<file path="config.mk">
export PLATFORM = sky130hd
export DESIGN_NAME = scpb_cross
export DESIGN_NICKNAME = d
export VERILOG_FILES = /design/src/hw/rtl/scpb_pkg.sv /design/src/hw/rtl/scpb_cross.sv
export SDC_FILE = /design/constraint.sdc
export NUM_CORES = 2
export LEC_CHECK = 0
export ABC_CLOCK_PERIOD_IN_PS = 10550
export BUFFER_PORTS_ARGS = -buffer_cell sky130_fd_sc_hd__buf_2
export CORE_ASPECT_RATIO = 0.9
export CORE_MARGIN = 5
export CORE_UTILIZATION = 50
export CTS_CLUSTER_SIZE = 16
export DETAILED_ROUTE_END_ITERATION = 7
export GPL_TIMING_DRIVEN = 0
export HOLD_SLACK_MARGIN = 0.08
export PLACE_DENSITY = 0.72
export SLEW_MARGIN = 0
export SYNTH_ARGS = -nofsm -noshare
export SYNTH_HDL_FRONTEND = slang
export SYNTH_SLANG_ARGS = --single-unit
</file>
<file path="constraint.sdc">
create_clock -name i_clk -period 10.55 [get_ports i_clk]
set_input_delay 2.11 -clock i_clk [delete_from_list [all_inputs] [get_ports i_clk]]
set_output_delay 2.11 -clock i_clk [all_outputs]
set_load 0.01 [all_outputs]
</file>
<file path="src/hw/rtl/scpb_pkg.sv">
// Shared types and constants for the cone pair bounds test.
package scpb_pkg;

    // Configuration register indexes, in port order.
    localparam int CFG_IDX_BITS = 3;

    typedef enum logic [CFG_IDX_BITS-1:0] {
        CFG_CONE_A_AXIS        = 3'd0,
        CFG_CONE_A_COS         = 3'd1,
        CFG_CONE_B_AXIS        = 3'd2,
        CFG_CONE_B_COS         = 3'd3,
        CFG_TANGENT_ONE_CENTER = 3'd4,
        CFG_TANGENT_TWO_CENTER = 3'd5,
        CFG_TANGENT_COS        = 3'd6,
        CFG_SECOND_PRESENT     = 3'd7
    } t_cfg_idx;

    // Number of vector components.
    localparam int NUM_COMP = 3;

endpackage

</file>
<file path="src/hw/rtl/scpb_cross.sv">
// Registered exact cross product of two packed fixed point vectors.
module scpb_cross
    import scpb_pkg::*;
#(
    parameter int W = 16
) (
    input  logic                        i_clk,
    input  logic [NUM_COMP*W-1:0]       i_a,
    input  logic [NUM_COMP*W-1:0]       i_b,
    output logic [NUM_COMP*(2*W+1)-1:0] o_c
);
    localparam int PW = 2 * W;
    localparam int CW = 2 * W + 1;

    logic signed [W-1:0]  w_a [NUM_COMP];
    logic signed [W-1:0]  w_b [NUM_COMP];
    logic signed [CW-1:0] w_c [NUM_COMP];
    logic [NUM_COMP*CW-1:0] n_c;
    logic [NUM_COMP*CW-1:0] r_c;

    always_comb begin
        for (int k = 0; k < NUM_COMP; k++) begin
            w_a[k] = i_a[k*W +: W];
            w_b[k] = i_b[k*W +: W];
        end
        // x = ay*bz - az*by, y = az*bx - ax*bz, z = ax*by - ay*bx
        for (int k = 0; k < NUM_COMP; k++) begin
            w_c[k] = CW'(PW'(w_a[(k+1)%NUM_COMP]) * PW'(w_b[(k+2)%NUM_COMP]))
                   - CW'(PW'(w_a[(k+2)%NUM_COMP]) * PW'(w_b[(k+1)%NUM_COMP]));
            n_c[k*CW +: CW] = w_c[k];
        end
    end

    always_ff @(posedge i_clk) begin
        r_c <= n_c;
    end

    assign o_c = r_c;
endmodule

</file>
==> results.tsv <==
metric	value	unit
cp-end-kind	flip-flop	
worstPathArrival	10.76	ns
chipHeight	348.9	µm
final_common_cell	inv_1	
status	complete, but fails checks	
nets	9332	
required	10.91	ns
max_freq	96.14	MHz
hold_path.class	in2reg	
syn_nets	9122	
cp-start-kind	input port	
design.portCount	196	
cts_num_sinks	99	
cts_buffers	9	
crit_fanout	10	
cts.reportedPaths.clkPinSlew	0.08	ns
report.final.setup_viol	0	
fin_area	67510	µm²
place.port_buffers	195	
yosysWarnings	0	
cts_buffer_depth	2	
dr.pass1.iters	6	
syn_area	63820	µm²
fin_crit	10.40	ns
drcViolationCount	0	
cts_tree	built	
crit_type	in2reg	
slew_headroom	-0.1019	
routabilityCongestion	1.042	
dpl.hpwl	183.0	mm
start_util	0.5029	
dpl_cell_area	66940	µm²
worstMarginPinSlew	1.653	ns
rows	124	
synth-seq-cells	99	
htreeDepth	3	
hold_viol	0	
vias_per_cell	5.408	
syn_inst	6775	
synth-edff-count	0	
hold_buffers	0	
initialDrtViolationCount	5077	
fill_cells	11674	
worst_hold_slack	2.541	ns
synthArstFlopShare	0	
grt_pass1_vias	49485	
grt_max_degree	19	
syn_to_final_growth	5.775	%
final_cell_mix	inv_1, fa_1, and2_1	
period_share	0.9859	
antenna_found_initial	55	
largest_register_ffs	99	
slew_violations	189	
drive_gt1_frac	0.03634	
violations	max-capacitance violations, max-slew violations	
synth-main-ff-cell	dfxtp_1	
ys_types	73	
routed_wl	223.3	mm
cts_root_buffer	clkbuf_16	
ant_nets	0	
route.vias.total	47338	
rsz0062_at_grt	yes	
grtUsageTotal	0.3412	
routedWlPerCell	25.51	µm
max_cap_violations	17	
die_area	134900	µm²
seq_area_frac_synth	0.03105	
grt_pass1_wl	328.5	mm
core_area	126900	µm²
grt_overflow	0	
fp.dieW	386.6	µm
avgSynthCellArea	9.420	µm²
synthesized netlist by cell type (6+ instances only):
cell	n	area, µm²
xnor2_1	115	1007
o21ai_0	37	185.2
o21a_1	8	60.06
o21bai_1	8	60.06
and2_1	810	5067
a211oi_1	6	45.04
and3_1	8	50.05
or3_1	6	37.54
nor2_1	97	364.1
xor2_1	27	236.5
fa_1	1767	35370
nand2_1	682	2560
clkbuf_1	283	1062
a21oi_1	77	385.4
nand3_1	20	100.1
inv_1	2033	7631
a21o_1	34	255.2
nand2b_1	55	344.1
ha_1	483	6043
dfxtp_1	99	1982
nor3_1	11	55.05
nand4_1	6	37.54
timing repair:
action / in CTS / in global routing
hold endpoints to repair: 0 / 0
setup endpoints to repair: 18 / 21
gates resized for setup: 1 / 8
buffers inserted: 0 / 8
final cells by class:
| class | count | area [µm²] | area share |
|---|---|---|---|
| sequential | 99 | 1982 | 0.02936 |
| antenna | 62 | 155.1 | 0.002298 |
| buffer | 281 | 1059 | 0.01568 |
| inverter | 2035 | 7657 | 0.1134 |
| clock inverter | 6 | 83.83 | 0.001242 |
| clock buffer | 10 | 229.0 | 0.003392 |
| tap | 1701 | 2128 | 0.03153 |
| timing repair buffer | 206 | 1086 | 0.01609 |
| multi-input combinational | 4353 | 53130 | 0.7870 |
stage by stage:
| step | setup TNS (ns) | instances | worst slack [ns] | util |
|---|---|---|---|---|
| finish | 0 | 8753 | 0.1489 | 0.5319 |
| global route | -0.003472 | 8708 | -0.003472 | 0.5310 |
| floorplan | 0 | 6775 | 1.485 | - |
| global placement | -22.75 | 8671 | -1.928 | 0.5273 |
| detailed placement | -20.98 | 8672 | -1.157 | 0.5275 |
| CTS | 0 | 8684 | 0.002141 | 0.5298 |
final timing paths:
check / start / to / slack (ns) / cells past startpoint
max: i_b[20] / o_c[30]$_DFF_P_ / 0.15 / 25
min: i_b[16] / o_c[1]$_DFF_P_ / 2.54 / 4
worst max-delay path, cell delays in order:
cell and delay (ns):
buf_2 0.19, clkbuf_1 1.03, nand2_1 0.16, fa_1 0.66, inv_1 0.18, fa_1 0.51, inv_1 0.05, fa_1 0.47
fa_1 0.51, fa_1 0.56, fa_1 0.45, fa_1 0.55, inv_1 0.07, fa_1 0.47, inv_1 0.04, ha_1 0.59
inv_1 0.18, or3_1 0.45, or3_1 0.41, o311ai_2 0.11, buf_4 0.28, a21o_1 0.23, a41o_1 0.25, nor2_1 0.06
xnor2_1 0.13
logic make-up after synthesis:
logic type	synth area share
xor gates and xnor gates	0.01949
DFF	0.03105
muxes	0.0001568
adders and majority gates	0.6490
buffers and inverters	0.1366
and+or+nand+nor	0.1372
AOI/OAI and AO/OA	0.02649
layer usage:
layer  up-vias  GRT usage  wire (µm)
met5         -    0.02413        575
met4        24     0.1820      15550
met3       582     0.1574      33480
met2      3234     0.4784      90920
met1     24007     0.4396      82740
li1      19491          -          -
Power is not shown: default switching activity piles up to over one toggle a cycle in this logic, so the estimate is an artifact.
